==> src/rfcp_pkg.sv <==
package rfcp_pkg;

  localparam int POS_W     = 15;
  localparam int WORD_BITS = 32;
  localparam int BIT_W     = 5;
  localparam int WIDX_W    = POS_W - BIT_W;
  localparam int CFG_W     = 15;
  localparam int OUT_W     = 14;
  localparam int RAND_W    = 31;
  localparam int DIV_W     = 32;
  localparam int DSTEP_W   = 4;
  localparam int NWR_W     = WIDX_W + 1;

  localparam logic [DSTEP_W-1:0]   DIV_LAST = 4'd15;
  localparam logic [WORD_BITS-1:0] ALL_ONES = '1;

  localparam logic OP_PICK  = 1'b0;
  localparam logic OP_CLEAR = 1'b1;

  localparam logic REG_LINE_WIDTH = 1'b0;
  localparam logic REG_REGION     = 1'b1;

  typedef enum logic [2:0] {
    ST_IDLE,
    ST_CLEAR,
    ST_MOD,
    ST_SCAN,
    ST_SPLIT
  } state_t;

  typedef struct packed {
    logic             go;
    logic [DIV_W-1:0] dividend;
    logic [CFG_W-1:0] divisor;
  } div_req_t;

  typedef struct packed {
    logic             done;
    logic [DIV_W-1:0] quot;
    logic [CFG_W-1:0] rem;
  } div_rsp_t;

endpackage

==> src/rfcp_div.sv <==
module rfcp_div (
  input  logic               clk,
  input  logic               rst,
  input  rfcp_pkg::div_req_t req,
  output rfcp_pkg::div_rsp_t rsp
);

  logic                           active;
  logic                           done;
  logic [rfcp_pkg::DSTEP_W-1:0]   cnt;
  logic [rfcp_pkg::DIV_W-1:0]     dq;
  logic [rfcp_pkg::CFG_W-1:0]     rem;
  logic [rfcp_pkg::CFG_W-1:0]     dvs;
  logic [rfcp_pkg::DIV_W-1:0]     dq_next;
  logic [rfcp_pkg::CFG_W-1:0]     rem_next;
  logic [rfcp_pkg::CFG_W:0]       r;

  // two restoring steps per cycle
  always_comb begin
    rem_next = rem;
    dq_next  = dq;
    r        = '0;
    for (int k = 0; k < 2; k++) begin
      r       = {rem_next, dq_next[rfcp_pkg::DIV_W-1]};
      dq_next = {dq_next[rfcp_pkg::DIV_W-2:0], 1'b0};
      if (r >= {1'b0, dvs}) begin
        r          = r - {1'b0, dvs};
        dq_next[0] = 1'b1;
      end
      rem_next = r[rfcp_pkg::CFG_W-1:0];
    end
  end

  always_ff @(posedge clk) begin
    if (rst) begin
      active <= 1'b0;
      done   <= 1'b0;
      cnt    <= '0;
    end else begin
      done <= 1'b0;
      if (req.go) begin
        active <= 1'b1;
        cnt    <= '0;
      end else if (active) begin
        cnt <= cnt + 1'b1;
        if (cnt == rfcp_pkg::DIV_LAST) begin
          active <= 1'b0;
          done   <= 1'b1;
        end
      end
    end
  end

  always_ff @(posedge clk) begin
    if (req.go) begin
      dq  <= req.dividend;
      rem <= '0;
      dvs <= req.divisor;
    end else if (active) begin
      dq  <= dq_next;
      rem <= rem_next;
    end
  end

  assign rsp.done = done;
  assign rsp.quot = dq;
  assign rsp.rem  = rem;

endmodule

==> config.mk <==
export PLATFORM = sky130hd
export DESIGN_NAME = rfcp_div
export DESIGN_NICKNAME = d
export VERILOG_FILES = /design/src/rfcp_pkg.sv /design/src/rfcp_div.sv
export SDC_FILE = /design/constraint.sdc
export NUM_CORES = 1
export LEC_CHECK = 0
export ABC_CLOCK_PERIOD_IN_PS = 14700
export CAP_MARGIN = 20
export CORE_MARGIN = 3
export CORE_UTILIZATION = 35
export DETAILED_ROUTE_END_ITERATION = 6
export DONT_BUFFER_PORTS = 1
export GPL_TIMING_DRIVEN = 0
export PLACE_DENSITY = 0.53
export SYNTH_ARGS = -nofsm -noshare
export SYNTH_HDL_FRONTEND = slang
export SYNTH_SLANG_ARGS = --single-unit
==> constraint.sdc <==
create_clock -name clk -period 14.7 [get_ports clk]
set_clock_uncertainty 0.15 [all_clocks]
set_input_delay 1.47 -clock clk [delete_from_list [all_inputs] [get_ports clk]]
set_output_delay 1.47 -clock clk [all_outputs]
set_load 0.02 [all_outputs]
## After elaboration in Yosys (flattened, before gate mapping)

Cells that the tools add are included.

| word-level totals | value |
|---|---|
| input port bits | 50 |
| bits in writable memories | 0 |
| logic and storage cells | 26 |
| flip-flop bits (word level) | 68 |
| memories kept | 0 |
| bits in read-only memories | 0 |
| output and inout bits | 48 |
| bits in latches | 0 |

| operators by class | value |
|---|---|
| eq/ne operators | 1 |
| multipliers | 0 |
| div/mod/pow operators | 0 |
| shift operators | 0 |
| multiplexer cells | 10 |
| bitwise logic cells | 1 |
| $add $sub $neg | 3 |
| order comparisons | 2 |
| reductions and logical operators | 3 |

Operators with widths:

| operator | count |
|---|---|
| 32-bit two-way mux | 2 |
| 16-bit by 15-bit >= comparator with 1-bit output | 2 |
| 15-bit two-way mux | 2 |
| 15-bit subtractor | 2 |
| 1-bit two-way mux | 6 |
| 4-bit by 1-bit adder with 4-bit output (second input constant) | 1 |
| 4-bit == test (second input constant) | 1 |
| 3-bit OR reduction | 1 |
| 2-bit nonzero test | 1 |
| 2-bit OR reduction | 1 |
| 1-bit NOT | 1 |

## Logic depth before layout (Yosys ltp)

Gate-level depths: netlist (run 1).

| logic depth | value |
|---|---|
| word-level depth | 6 |
| depth in mapped cells | 23 |
| mapped depth without buffers | 21 |

## Worst setup path after synthesis (run 1)

OpenSTA, ideal clock, no wires.

| timing | value |
|---|---|
| path type | register -> register |
| start point | register dq[31] (netlist name) |
| end point | register rem[0] (netlist name) |
| setup slack | 9.333 ns |
| clock period less this slack | 5.367 ns |
| data arrival time | 5.137 ns |
| path buffers | 2 |
| data required time | 14.471 ns |
| cell stages (with the launch flop) | 22 |
| setup time | 0.079 ns |
| cell sequence | edfxtp_1 inv_1 ha_1 inv_1 fa_1 nand3_1 a21oi_1 or4_1 o311a_2 a31oi_4 mux2_2 ha_1 clkbuf_1 a21o_1 a21oi_1 a21boi_0 a2111oi_1 or2b_2 o2111a_2 buf_6 mux2_4 a211oi_2 |

| on the way | value |
|---|---|
| longest elaborated chain between the ends | 4 |
| elaborated cells on any way between the ends | 5 |

RTL lines:

| item | line | text |
|---|---|---|
| from (decl) | rfcp_div.sv:11 | `logic [rfcp_pkg::DIV_W-1:0] dq;` |
| from (signal assigned) | rfcp_div.sv:56 | `dq <= req.dividend;` |
| from (signal assigned) | rfcp_div.sv:60 | `dq <= dq_next;` |
| 15-bit subtractor / 16-bit by 15-bit >= comparator with 1-bit output (equally long branches) | rfcp_div.sv:27, rfcp_div.sv:26 |  |
| 15-bit two-way mux * | rfcp_div.sv:26 | `if (r >= {1'b0, dvs}) begin` |
| 16-bit by 15-bit >= comparator with 1-bit output * | rfcp_div.sv:26 |  |
| 15-bit two-way mux * | rfcp_div.sv:26 |  |
| to (signal assigned) | rfcp_div.sv:61 | `rem <= rem_next;` |
| to (decl) | rfcp_div.sv:12 | `logic [rfcp_pkg::CFG_W-1:0] rem;` |

Mark *: on every way between the ends. The rest lies on a longest branch, timed or not.
A chain may end at the register's enable or synchronous reset.

## Worst setup path in the final report (run 1)

Same ends and word-level chain as after synthesis.

==> reports/qor_table.md, run 1 <==
| Result | Value |
| --- | --- |
| Result of the run | finished, final reports clean |
| Number of hold buffers added after cts | 0 |
| Commonest non-fill, non-tap cells in the layout | sky130_fd_sc_hd__edfxtp_1, sky130_fd_sc_hd__mux2_2, sky130_fd_sc_hd__nor2_1 |
| Launching point of the worst reg2reg path | dq[31]$_DFFE_PP_ |
| Worst Min Path Start | cnt[3]$_SDFFE_PP0P_ |
| Count of mapped cells out of synthesis | 415 |
| Placed cells | 584 |
| Number of antenna repair diodes | 0 |
| Commonest non-fill, non-tap cell in the layout | sky130_fd_sc_hd__edfxtp_1 |
| CTS root buffer | sky130_fd_sc_hd__clkbuf_16 |
| DP HPWL | 8150 um |
| Post-synthesis cell type with the largest combined area | sky130_fd_sc_hd__edfxtp_1 |
| Power share of the combinational group | 0.493 |
| Die width | 119.1 um |
| First-pass GRT wire length | 17140 um |
| Number of buffers inserted to repair setup after CTS | 0 |
| Setup_tns | 0 ns |
| Netlist cell types | 64 |
| Power density normalized to cell area | 201.0 nW/um2 |
| Area Growth Syn to Fin | 12.13% |
| Power share of the sequential group | 0.286 |
| Clock Tree Buf Depth | 2 |
| Endpoint of the worst hold path | done$_SDFF_PP0_ |
| Num CTS Buffers | 9 |
| Count of pins on the block boundary | 98 |
| Static leakage power | 2.036 nW |
| Rows | 40 |
| Number of inserted filler cells in the final layout | 1206 |
| Final Routed Wirelength | 10690 um |
| Final setup vio count | 0 |
| Worst hold slack | 0.3262 ns |
| Setup slack of the most critical reg-to-reg path | 8.61 ns |
| RSZ-0062 raised after global routing | false |
| Area post-placement | 4713 um2 |
| # Max-Cap Violations | 0 |
| Setup CP Type | reg2reg |
| Initial antenna violation count | 0 |
| Worst flop-to-flop path endpoint | rem[0]$_SDFFE_PP0P_ |
| Overall global routing resource usage | 0.1554 |
| Port bufs | 0 |
| Die outline area | 14180 um2 |
| Fin crit share | 0.4146 |
| Clock net sink count | 68 |
| Internal Pwr Total | 601.7 uW |
| Count of nets left with antenna violations after detail routing | 0 |
| Multi-input gate area | 2421 um2 |
| Clock transition at the register clock pins on the worst setup and hold paths after CTS | 0.06 ns |
| Peak supply drop | 74.47 uV |
| Die height | 119.1 um |
| Crit. End Element | register |
| Starting density of the core | 0.3650 |
| CTS tree | built |
| Vias after detailed routing | 3127 |
| Placeable core region | 12260 um2 |
| Worst setup path start | dq[31]$_DFFE_PP_ |
| Non-filler cells in the finished layout | 600 |
| Largest cells by area after synthesis | sky130_fd_sc_hd__edfxtp_1, sky130_fd_sc_hd__mux2_2, sky130_fd_sc_hd__dfxtp_1 |
| Final estimated routing congestion in global placement | 0.8074 |
| Post-synthesis async set-or-reset flop share | 0 |
| Count of cells resized by post-cts repair | 0 |
| F_max | 0.1641 GHz |
| Slew Limit Headroom | 0.5294 |
| Fraction of the yosys area taken by sequential cells | 0.4093 |
| Clk_lat worst skew | 0.34 ns |
| Post-synthesis sequential element count | 68 |
| Crit path launch type | register |
| GR Overflow Total | 0 |
| Via density | 5.212 |
| Share of Yosys cell area claimed by the top area cell type | 0.3153 |
| Area taken by flip-flops and latches | 1832 um2 |
| Pins Over Slew Limit | 0 |
| Detailed-route wire length per cell | 17.82 um |
| Combined area of all synthesized cells | 4476 um2 |
| First drt pass iteration count | 4 |
| Share of cells above drive strength 1 | 0.1991 |
| Final hold vios | 0 |
| Minimum period implied by the final worst setup slack | 6.095 ns |
| Top flip-flop cell by instance count after synthesis | sky130_fd_sc_hd__edfxtp_1 |
| Final net count | 510 |
| Number of enable flip-flop cells after synthesis | 47 |
| Mean Syn Cell Area | 10.78 um2 |
| WP data arrival | 6.21 ns |
| Share of power burned in the clock network | 0.221 |
| Count of warnings emitted by yosys | 0 |
| Non-Filler Cell Area, Final | 5019 um2 |
| Cell depth of the worst min-delay path | 2 |
| Worst Max-Slew Pin Slew | 0.7052 ns |
| Maximum number of pins on one net before global-route repair | 21 |
| Fraction of power spent switching nets | 0.4036 |
| Starting DRT DRC Count | 146 |
| Number of global-route vias before repair | 3138 |
| Switching power | 407.2 uW |
| Number of nets in the synthesized netlist | 498 |
| Worst r2r path cells | 21 |
| Maximum fanout along the worst path | 10 |
| Overall power of the completed layout | 1.009 mW |
| Worst EP required | 14.81 ns |
| Number of remaining DRC errors | 0 |
| H-tree lvl count | 3 |
| Path category of the worst min-delay check | reg2reg |
==> power groups by stage <==
stage,sequential [mW],clock [mW],combinational [mW]
after floorplan,0.282,0,0.404
after global placement,0.294,0,0.489
after detailed placement,0.294,0,0.495
after CTS,0.290,0.229,0.498
after global routing,0.294,0.239,0.555
final,0.289,0.223,0.497
==> worst max-delay path by stage <==
stage,end,cells after the start
floorplan,rem[0]$_SDFFE_PP0P_,21
global placement,rem[0]$_SDFFE_PP0P_,21
detailed placement,rem[0]$_SDFFE_PP0P_,21
CTS,rem[0]$_SDFFE_PP0P_,21
global route,rem[0]$_SDFFE_PP0P_,21
finish,rem[0]$_SDFFE_PP0P_,21
==> cell type report <==
| type | count | area share |
|---|---|---|
| multi-input combinational | 304 | 0.4824 |
| timing repair buffer | 1 | 0.005485 |
| tap | 168 | 0.04188 |
| sequential | 68 | 0.3650 |
| buffer | 14 | 0.02269 |
| clock buffer | 9 | 0.04488 |
| inverter | 29 | 0.02169 |
| clock inverter | 7 | 0.01596 |
==> synth_stat cells, types with 6 or more instances <==
| library cell | n |
|---|---|
| sky130_fd_sc_hd__xnor2_1 | 14 |
| sky130_fd_sc_hd__dfxtp_1 | 21 |
| sky130_fd_sc_hd__nand3_1 | 9 |
| sky130_fd_sc_hd__a21o_1 | 7 |
| sky130_fd_sc_hd__xor2_1 | 7 |
| sky130_fd_sc_hd__ha_1 | 31 |
| sky130_fd_sc_hd__mux2i_1 | 14 |
| sky130_fd_sc_hd__a211oi_1 | 12 |
| sky130_fd_sc_hd__inv_1 | 28 |
| sky130_fd_sc_hd__nor3_1 | 7 |
| sky130_fd_sc_hd__nor2_1 | 32 |
| sky130_fd_sc_hd__mux2_2 | 41 |
| sky130_fd_sc_hd__a21oi_1 | 20 |
| sky130_fd_sc_hd__o21ai_0 | 9 |
| sky130_fd_sc_hd__edfxtp_1 | 47 |
| sky130_fd_sc_hd__nand2_1 | 17 |
| sky130_fd_sc_hd__buf_6 | 6 |
==> state kept, by name, summed over array words and instances, names as in the netlist <==
register  flops
dq           32
cnt           4
dvs          15
rem          15
active        1
done          1
==> logic make-up after synthesis <==
group / count (synthesis) / synth area share
flops: 68 / 0.4093
compound gates: 95 / 0.1568
xor+xnor: 21 / 0.04110
mux: 56 / 0.1378
fa+ha+maj: 33 / 0.09561
simple gates: 99 / 0.1096
buf+inv: 43 / 0.04976
==> stage by stage <==
stage,worst slack [ns],utilization
finish,8.605,0.4093
detailed placement,8.582,0.3844
floorplan,9.333,-
global route,8.265,0.4093
CTS,8.541,0.4093
global placement,8.629,0.3821
==> critical path, stage by stage, from the launching register on <==
cell and delay [ns]:
sky130_fd_sc_hd__edfxtp_1 0.52, sky130_fd_sc_hd__inv_1 0.10, sky130_fd_sc_hd__ha_1 0.17, sky130_fd_sc_hd__inv_1 0.06, sky130_fd_sc_hd__fa_1 0.40, sky130_fd_sc_hd__nand3_1 0.16
sky130_fd_sc_hd__a21oi_1 0.09, sky130_fd_sc_hd__or4_1 0.51, sky130_fd_sc_hd__o311a_2 0.18, sky130_fd_sc_hd__a31oi_4 0.44, sky130_fd_sc_hd__mux2_2 0.41, sky130_fd_sc_hd__ha_1 0.27
sky130_fd_sc_hd__clkbuf_1 0.17, sky130_fd_sc_hd__a21o_1 0.20, sky130_fd_sc_hd__a21oi_1 0.42, sky130_fd_sc_hd__a21boi_0 0.16, sky130_fd_sc_hd__a2111oi_1 0.47, sky130_fd_sc_hd__or2b_2 0.20
sky130_fd_sc_hd__o2111a_2 0.22, sky130_fd_sc_hd__buf_6 0.19, sky130_fd_sc_hd__mux2_4 0.32, sky130_fd_sc_hd__a211oi_2 0.20
==> metal layers <==
metal,GRT usage,wire [um],up-vias
met4,0.03693,75,0
met2,0.2402,5059,79
met1,0.2039,4769,1466
met5,0,0,-
met3,0.06220,785,6
li1,-,-,1576
No activity file was read; power rests on OpenSTA's default activity.
==> inputs of run 2 (changes only) <==
- ABC_CLOCK_PERIOD_IN_PS: 14700 -> 6000
- clock period: 14.7 -> 6 ns (I/O delays scaled with it)
==> run 2 against run 1 <==
Net effect: clock power increased by 140%; final cell count increased by 0.50%; non-clock buffer count increased by 3; setup slack got worse by 8.3 ns; flip-flop and latch count unchanged; count of clock-buffer cells in the layout unchanged; first-iteration DRC count increased by 10%; combinational power increased to 2.5 times the previous value; sequential share of layout area decreased by 0.23 points; power increased by 150%; sequential power increased by 140%; final area increased by 0.62%; critical endpoint unchanged.
==> reports/qor_table.md, run 2 (synthesis gave the netlist of run 1 again) <==
| Result | Value | Change |
| --- | --- | --- |
| Stages on worst setup path | 22 | +4.8% |
| Clock transition at the register clock pins on the worst setup and hold paths after CTS | 0.06 ns | about the same |
| First drt pass iteration count | 5 | +1 |
| Endpoint of the worst hold path | active$_SDFF_PP0_ |  |
| Area Growth Syn to Fin | 12.83% |  |
| Final setup vio count | 0 | unchanged |
| Number of flip-flops under the largest register name | 32 | unchanged |
| Path category of the worst min-delay check | in2reg |  |
| Worst flop-to-flop path endpoint | rem[0]$_SDFFE_PP0P_ |  |
| Final hold vios | 0 | unchanged |
| Largest Register | dq |  |
| H-tree lvl count | 3 | unchanged |
| Setup CP Type | reg2reg |  |
| Die width | 119.1 um | unchanged |
| Fin crit share | 0.9520 | +0.5374 |
| Cell depth of the worst min-delay path | 1 | -1 |
| Minimum period implied by the final worst setup slack | 5.712 ns | -0.3826 ns |
| Starting DRT DRC Count | 161 | +10% |
| Overall global routing resource usage | 0.1554 | unchanged |
| Worst hold slack | 0.1806 ns | -0.1456 ns |
| Via density | 5.232 | +0.39% |
| Vias after detailed routing | 3155 | +0.90% |
| Setup_tns | 0 ns | unchanged |
| Clock Tree Buf Depth | 2 | unchanged |
| Number of global-route vias before repair | 3138 | unchanged |
| F_max | 0.1751 GHz | +6.7% |
| Count of pins on the block boundary | 98 | unchanged |
| Routed length on met2 | 5063 um | about the same |
| Port bufs | 0 | unchanged |
| Crit path launch type | register |  |
| GR Overflow Total | 0 | unchanged |
| CTS root buffer | sky130_fd_sc_hd__clkbuf_16 |  |
| Overall power of the completed layout | 2.502 mW | +150% |
| Setup slack of the most critical reg-to-reg path | 0.29 ns | -8.32 ns |
| Worst-path cell with the longest stage delay | sky130_fd_sc_hd__edfxtp_1 |  |
| Number of inserted filler cells in the final layout | 1202 | -0.33% |
| # Max-Cap Violations | 0 | unchanged |
| Worst EP required | 6.11 ns | -8.70 ns |
| Rows | 40 | unchanged |
| Top layer reached by signal wires | met4 |  |
| M1 WL | 4851 um | +1.7% |
| Num CTS Buffers | 9 | unchanged |
| Number of antenna repair diodes | 0 | unchanged |
| Worst Max-Slew Pin Slew | 0.7045 ns | -0.0006385 ns |
| Share of cells above drive strength 1 | 0.2092 | +0.01012 |
| Number of remaining DRC errors | 0 | unchanged |
| Starting density of the core | 0.3650 | unchanged |
| Number of hold buffers added after cts | 0 | unchanged |
| Clk_lat worst skew | 0.34 ns | about the same |
| Largest registers in the final layout | dq x32, dvs x15, rem x15 |  |
| Maximum number of pins on one net before global-route repair | 21 | unchanged |
| Commonest non-fill, non-tap cells in the layout | sky130_fd_sc_hd__edfxtp_1, sky130_fd_sc_hd__mux2_2, sky130_fd_sc_hd__nor2_1 |  |
| Placeable core region | 12260 um2 | unchanged |
| RSZ-0062 raised after global routing | false |  |
| Peak supply drop | 182.8 uV | +150% |
| WP data arrival | 5.82 ns | -0.39 ns |
| Detailed-route wire length per cell | 17.87 um | +0.30% |
| Slew Limit Headroom | 0.5298 | about the same |
| Worst Min Path Start | rst |  |
| Crit path max-delay family | compound AO/OA/AOI/OAI gates |  |
| Commonest non-fill, non-tap cell in the layout | sky130_fd_sc_hd__edfxtp_1 |  |
| Final Routed Wirelength | 10780 um | +0.80% |
| CTS tree | built |  |
| Die outline area | 14180 um2 | unchanged |
| Maximum fanout along the worst path | 10 | unchanged |
| Crit. End Element | register |  |
| Cell breakdown of the critical path | inv_1, ha_1, inv_1, fa_1, nand3_1, a21oi_1, or4_1, o311a_2, a31oi_4, buf_4, mux2_2, ha_1, clkbuf_1, a21o_1, a21oi_2, a21boi_0, a2111oi_2, or2b_2, o2111a_2, buf_6, mux2_4, a211oi_2 |  |
| First-pass GRT wire length | 17140 um | unchanged |
| Initial antenna violation count | 0 | unchanged |
| Power density normalized to cell area | 495.4 nW/um2 | +150% |
| Worst r2r path cells | 22 | +4.8% |
| Count of nets left with antenna violations after detail routing | 0 | unchanged |
| Static leakage power | 2.051 nW | +0.77% |
| Launching point of the worst reg2reg path | dq[31]$_DFFE_PP_ |  |
| Met3 wire len | 764 um | -2.7% |
| Buffering stage count on the worst path with inverters included | 5 | +1 |
| Final net count | 513 | +0.59% |
| DP HPWL | 8150 um | unchanged |
| Clock net sink count | 68 | unchanged |
| Pins Over Slew Limit | 0 | unchanged |
| Result of the run | finished, final reports clean |  |
| Die height | 119.1 um | unchanged |
| Final estimated routing congestion in global placement | 0.8074 | unchanged |
| Highest cell delay on the worst timing path | 0.52 ns | about the same |
==> run 2: cell types whose count changed in the layout (fill, tap and decap cells not counted), sizes merged <==
cell / delta
buf: +3
==> run 2: how the worst max path moves through the flow <==
stage / to / slack, ns / from
6_report: rem[0]$_SDFFE_PP0P_ / 0.29 / dq[31]$_DFFE_PP_
5_1_grt: rem[0]$_SDFFE_PP0P_ / 0.009 / dq[31]$_DFFE_PP_
4_1_cts: rem[0]$_SDFFE_PP0P_ / 0.03 / dq[31]$_DFFE_PP_
3_5_place_dp: rem[0]$_SDFFE_PP0P_ / -0.12 / dq[31]$_DFFE_PP_
3_3_place_gp: rem[0]$_SDFFE_PP0P_ / -0.07 / dq[31]$_DFFE_PP_
2_1_floorplan: rem[0]$_SDFFE_PP0P_ / 0.63 / dq[31]$_DFFE_PP_
==> run 2: area by class of cell <==
type,count,area [um2],area share
Timing Repair Buffer,4,50.05,0.009911
Multi-Input combinational cell,304,2430,0.4812
Clock buffer,9,225.2,0.04460
Inverter,29,108.9,0.02156
Clock inverter,7,80.08,0.01586
Buffer,14,113.9,0.02255
Tap cell,168,210.2,0.04163
Sequential cell,68,1832,0.3627
==> run 2: metal layers <==
layer | global-route usage | up-vias
met3 | 0.06220 | 7
met5 | 0 | -
li1 | - | 1580
met4 | 0.03693 | 0
met1 | 0.2039 | 1487
met2 | 0.2402 | 81
==> run 2: power by group <==
group | internal, mW | total [mW] | switching, mW
Sequential | 0.578 | 0.708 | 0.130
Combinational | 0.587 | 1.25 | 0.661
Clock | 0.327 | 0.546 | 0.218
==> run 2: stage by stage <==
stage | std cells | area [um2] | setup WS (ns) | util
2_1_floorplan | 415 | 4476 | 0.6334 | -
3_3_place_gp | 583 | 4686 | -0.07095 | 0.3821
3_5_place_dp | 584 | 4713 | -0.1179 | 0.3844
4_1_cts | 600 | 5024 | 0.03066 | 0.4097
5_1_grt | 603 | 5050 | 0.009174 | 0.4118
6_report | 603 | 5050 | 0.2880 | 0.4118
==> run 2: what timing repair did <==
action / CTS / global route
gates resized for setup: 1 / 1
pin swaps: 1 / 1
endpoints found under the setup margin: 9 / 15
buffers inserted: 0 / 3
==> inputs of run 3 (changes only) <==
- ABC_AREA: unset -> 1
==> run 3 against run 2 <==
Net effect: final cell count increased by 40%; fmax up 31%; synthesized cell count is 57% higher; area after synthesis increased by 7.5%; flip-flop and latch count did not move; sequential power up 2.8%; non-clock buffer count is 1 lower; combinational power rose by 34%; highest routed layer unchanged.
==> reports/qor_table.md, run 3 <==
| Result | Value | Change |
| --- | --- | --- |
| Static leakage power | 2.694 nW | +31% |
| Final estimated routing congestion in global placement | 0.8410 | +4.2% |
| Most frequent cell after synthesis | sky130_fd_sc_hd__nand2_1 |  |
| Clock transition at the register clock pins on the worst setup and hold paths after CTS | 0.05 ns | about the same |
| Via density | 4.783 | -8.6% |
| F_max | 0.2296 GHz | +31% |
| First drt pass iteration count | 4 | -1 |
| Final net count | 748 | +46% |
| Worst EP required | 6.07 ns | -0.04 ns |
| Number of flip-flops under the largest register name | 32 | unchanged |
| Post-synthesis sequential element count | 68 | unchanged |
| DP HPWL | 10400 um | +28% |
| Die width | 123.2 um | +3.5% |
| Starting density of the core | 0.3604 | -0.004576 |
| Rows | 42 | +5.0% |
| Setup CP Type | reg2reg |  |
| Count of nets left with antenna violations after detail routing | 0 | unchanged |
| Worst Max-Slew Pin Slew | 0.7867 ns | +0.08220 ns |
| Commonest non-fill, non-tap cell in the layout | sky130_fd_sc_hd__nand2_1 |  |
| Largest Register | dq |  |
| Commonest non-fill, non-tap cells in the layout | sky130_fd_sc_hd__nand2_1, sky130_fd_sc_hd__inv_1, sky130_fd_sc_hd__nand3_1 |  |
| WP data arrival | 4.43 ns | -1.39 ns |
| Result of the run | finished, final reports clean |  |
| Launching point of the worst reg2reg path | dq[31]$_DFFE_PP_ |  |
| Area Growth Syn to Fin | 11.08% |  |
| Crit. End Element | register |  |
| Clock net sink count | 68 | unchanged |
| Worst flop-to-flop path endpoint | rem[13]$_SDFFE_PP0P_ |  |
| Final setup vio count | 0 | unchanged |
| Setup_tns | 0 ns | unchanged |
| Pins Over Slew Limit | 0 | unchanged |
| Number of enable flip-flop cells after synthesis | 47 | unchanged |
| Setup slack of the most critical reg-to-reg path | 1.64 ns | +1.36 ns |
| Number of nets in the synthesized netlist | 736 | +48% |
| Final Routed Wirelength | 12410 um | +15% |
| Number of global-route vias before repair | 4224 | +35% |
| Number of buffers inserted to repair setup after CTS | 0 | unchanged |
| Starting DRT DRC Count | 236 | +47% |
| Final hold vios | 0 | unchanged |
| Number of hold buffers added after cts | 0 | unchanged |
| Port bufs | 0 | unchanged |
| Cell depth of the worst min-delay path | 1 | unchanged |
| Die outline area | 15190 um2 | +7.1% |
| CTS tree | built |  |
| Crit path launch type | register |  |
| Mean Syn Cell Area | 7.367 um2 | -32% |
| Final design utilization | 0.4004 | -0.01148 |
| Peak supply drop | 208.0 uV | +14% |
| Clock Tree Buf Depth | 2 | unchanged |
| Post-synthesis cell type with the largest combined area | sky130_fd_sc_hd__edfxtp_1 |  |
| Count of pins on the block boundary | 98 | unchanged |
| # Max-Cap Violations | 0 | unchanged |
| Power density normalized to cell area | 546.2 nW/um2 | +10% |
| Slew Limit Headroom | 0.4749 | -0.05486 |
| Combined area of all synthesized cells | 4811 um2 | +7.5% |
| Worst Min Path Start | rst |  |
| Num CTS Buffers | 9 | unchanged |
| Overall global routing resource usage | 0.1736 | +0.01818 |
| Largest cells by area after synthesis | sky130_fd_sc_hd__edfxtp_1, sky130_fd_sc_hd__nand2_1, sky130_fd_sc_hd__dfxtp_1 |  |
| Vias after detailed routing | 4046 | +28% |
| GR Overflow Total | 0 | unchanged |
| Commonest cells in the synthesized netlist | sky130_fd_sc_hd__nand2_1, sky130_fd_sc_hd__inv_1, sky130_fd_sc_hd__nand3_1, sky130_fd_sc_hd__edfxtp_1, sky130_fd_sc_hd__ha_1 |  |
| Share of Yosys cell area claimed by the top area cell type | 0.2934 | -0.02198 |
| Top flip-flop cell by instance count after synthesis | sky130_fd_sc_hd__edfxtp_1 |  |
| Largest registers in the final layout | dq x32, dvs x15, rem x15 |  |
| Netlist cell types | 39 | -39% |
| Count of warnings emitted by yosys | 0 | unchanged |
| Fraction of the yosys area taken by sequential cells | 0.3808 | -0.02853 |
| Detailed-route wire length per cell | 14.67 um | -18% |
| Number of antenna repair diodes | 0 | unchanged |
| Count of cells resized by post-cts repair | 0 | -1 |
| Clk_lat worst skew | 0.33 ns | about the same |
| Path category of the worst min-delay check | in2reg |  |
| Post-synthesis async set-or-reset flop share | 0 | unchanged |
| H-tree lvl count | 3 | unchanged |
| Fin crit share | 0.7259 | -0.2261 |
| Placeable core region | 13350 um2 | +8.9% |
| Minimum period implied by the final worst setup slack | 4.355 ns | -1.357 ns |
| Count of mapped cells out of synthesis | 653 | +57% |
| Die height | 123.2 um | +3.5% |
| Maximum number of pins on one net before global-route repair | 18 | -14% |
| Initial antenna violation count | 0 | unchanged |
| First-pass GRT wire length | 20520 um | +20% |
| Number of remaining DRC errors | 0 | unchanged |
| Endpoint of the worst hold path | active$_SDFF_PP0_ |  |
| Maximum fanout along the worst path | 10 | unchanged |
| RSZ-0062 raised after global routing | false |  |
| Share of cells above drive strength 1 | 0.1000 | -0.1092 |
| CTS root buffer | sky130_fd_sc_hd__clkbuf_16 |  |
| Worst r2r path cells | 25 | +14% |
[run 3: cell types whose count changed after synthesis, sizes merged, moves of 5 or more]
cell / delta
a211oi: -13
a21o: -6
a31oi: -6
inv: +61
mux2: -42
mux2i: -14
nand2: +258
nand2b: -5
nand3: +50
nor2b: -5
[run 3: metal layers]
metal | vias up | routed length, um | track usage
met5 | - | 0 | 0
met4 | 0 | 200 | 0.05813
met3 | 17 | 1075 | 0.05535
met2 | 118 | 5593 | 0.2858
met1 | 1812 | 5538 | 0.2154
li1 | 2099 | - | -
[run 3: how the worst max path moves through the flow]
| stage | from | to | slack [ns] | cells past startpoint |
|---|---|---|---|---|
| finish | dq[31]$_DFFE_PP_ | rem[13]$_SDFFE_PP0P_ | 1.64 | 25 |
| global placement | dq[31]$_DFFE_PP_ | rem[9]$_SDFFE_PP0P_ | 1.71 | 23 |
| detailed placement | dq[31]$_DFFE_PP_ | rem[13]$_SDFFE_PP0P_ | 1.69 | 25 |
| CTS | dq[31]$_DFFE_PP_ | rem[13]$_SDFFE_PP0P_ | 1.66 | 25 |
| global route | dq[31]$_DFFE_PP_ | rem[13]$_SDFFE_PP0P_ | 1.34 | 25 |
| floorplan | dq[31]$_DFFE_PP_ | rem[1]$_SDFFE_PP0P_ | 2.32 | 27 |
[run 3: where the power goes]
group | switching (mW) | leakage (nW) | total (mW) | internal, mW
sequential | 0.146 | 0.648 | 0.728 | 0.582
clock | 0.189 | 0.131 | 0.507 | 0.319
combinational | 1.06 | 1.92 | 1.68 | 0.626
[run 3: metrics by stage]
step	setup slack, ns	hold slack [ns]	total power [mW]	instance area, um2	std cells
6_report	1.645	0.1833	2.919	5344	846
5_1_grt	1.335	0.1685	3.180	5344	846
4_1_cts	1.663	0.1656	2.943	5344	846
3_5_place_dp	1.686	0.3261	2.422	5059	830
3_3_place_gp	1.712	0.3196	2.411	5031	829
2_1_floorplan	2.315	0.3066	2.068	4811	653
[run 3: cell families after synthesis]
family / synth area share
xor+xnor: 0.03277
compound gates: 0.05098
simple gates: 0.3547
flops: 0.3808
buf+inv: 0.09181
fa+ha+maj: 0.08895
[run 3: layout make-up]
| type | instances | area [um2] |
|---|---|---|
| Fill cell | 1394 | 8004 |
| Multi-Input combinational cell | 479 | 2537 |
| Sequential cell | 68 | 1832 |
| Inverter | 90 | 340.3 |
| Clock buffer | 11 | 232.7 |
| Tap cell | 176 | 220.2 |
| Buffer | 16 | 101.3 |
| Clock inverter | 5 | 52.55 |
| Timing Repair Buffer | 1 | 27.53 |
[run 3: critical path, stage by stage (launching register included)]
cell and delay, ns:
sky130_fd_sc_hd__edfxtp_1 0.55, sky130_fd_sc_hd__inv_1 0.12, sky130_fd_sc_hd__ha_1 0.16, sky130_fd_sc_hd__inv_1 0.07, sky130_fd_sc_hd__fa_1 0.42, sky130_fd_sc_hd__nand3_1 0.10
sky130_fd_sc_hd__nand3_2 0.10, sky130_fd_sc_hd__nand2_1 0.10, sky130_fd_sc_hd__nand3_1 0.08, sky130_fd_sc_hd__nand2_2 0.11, sky130_fd_sc_hd__nand2_4 0.11, sky130_fd_sc_hd__buf_6 0.17
sky130_fd_sc_hd__o21ai_1 0.20, sky130_fd_sc_hd__inv_1 0.09, sky130_fd_sc_hd__ha_1 0.40, sky130_fd_sc_hd__nand2_1 0.07, sky130_fd_sc_hd__o21ai_0 0.50, sky130_fd_sc_hd__nand2_1 0.11
sky130_fd_sc_hd__nand2_1 0.17, sky130_fd_sc_hd__nand3_1 0.12, sky130_fd_sc_hd__nand2_1 0.08, sky130_fd_sc_hd__nand2_1 0.04, sky130_fd_sc_hd__nand2_1 0.07, sky130_fd_sc_hd__nand2_2 0.05
sky130_fd_sc_hd__nand3_1 0.06, sky130_fd_sc_hd__nand2_1 0.05
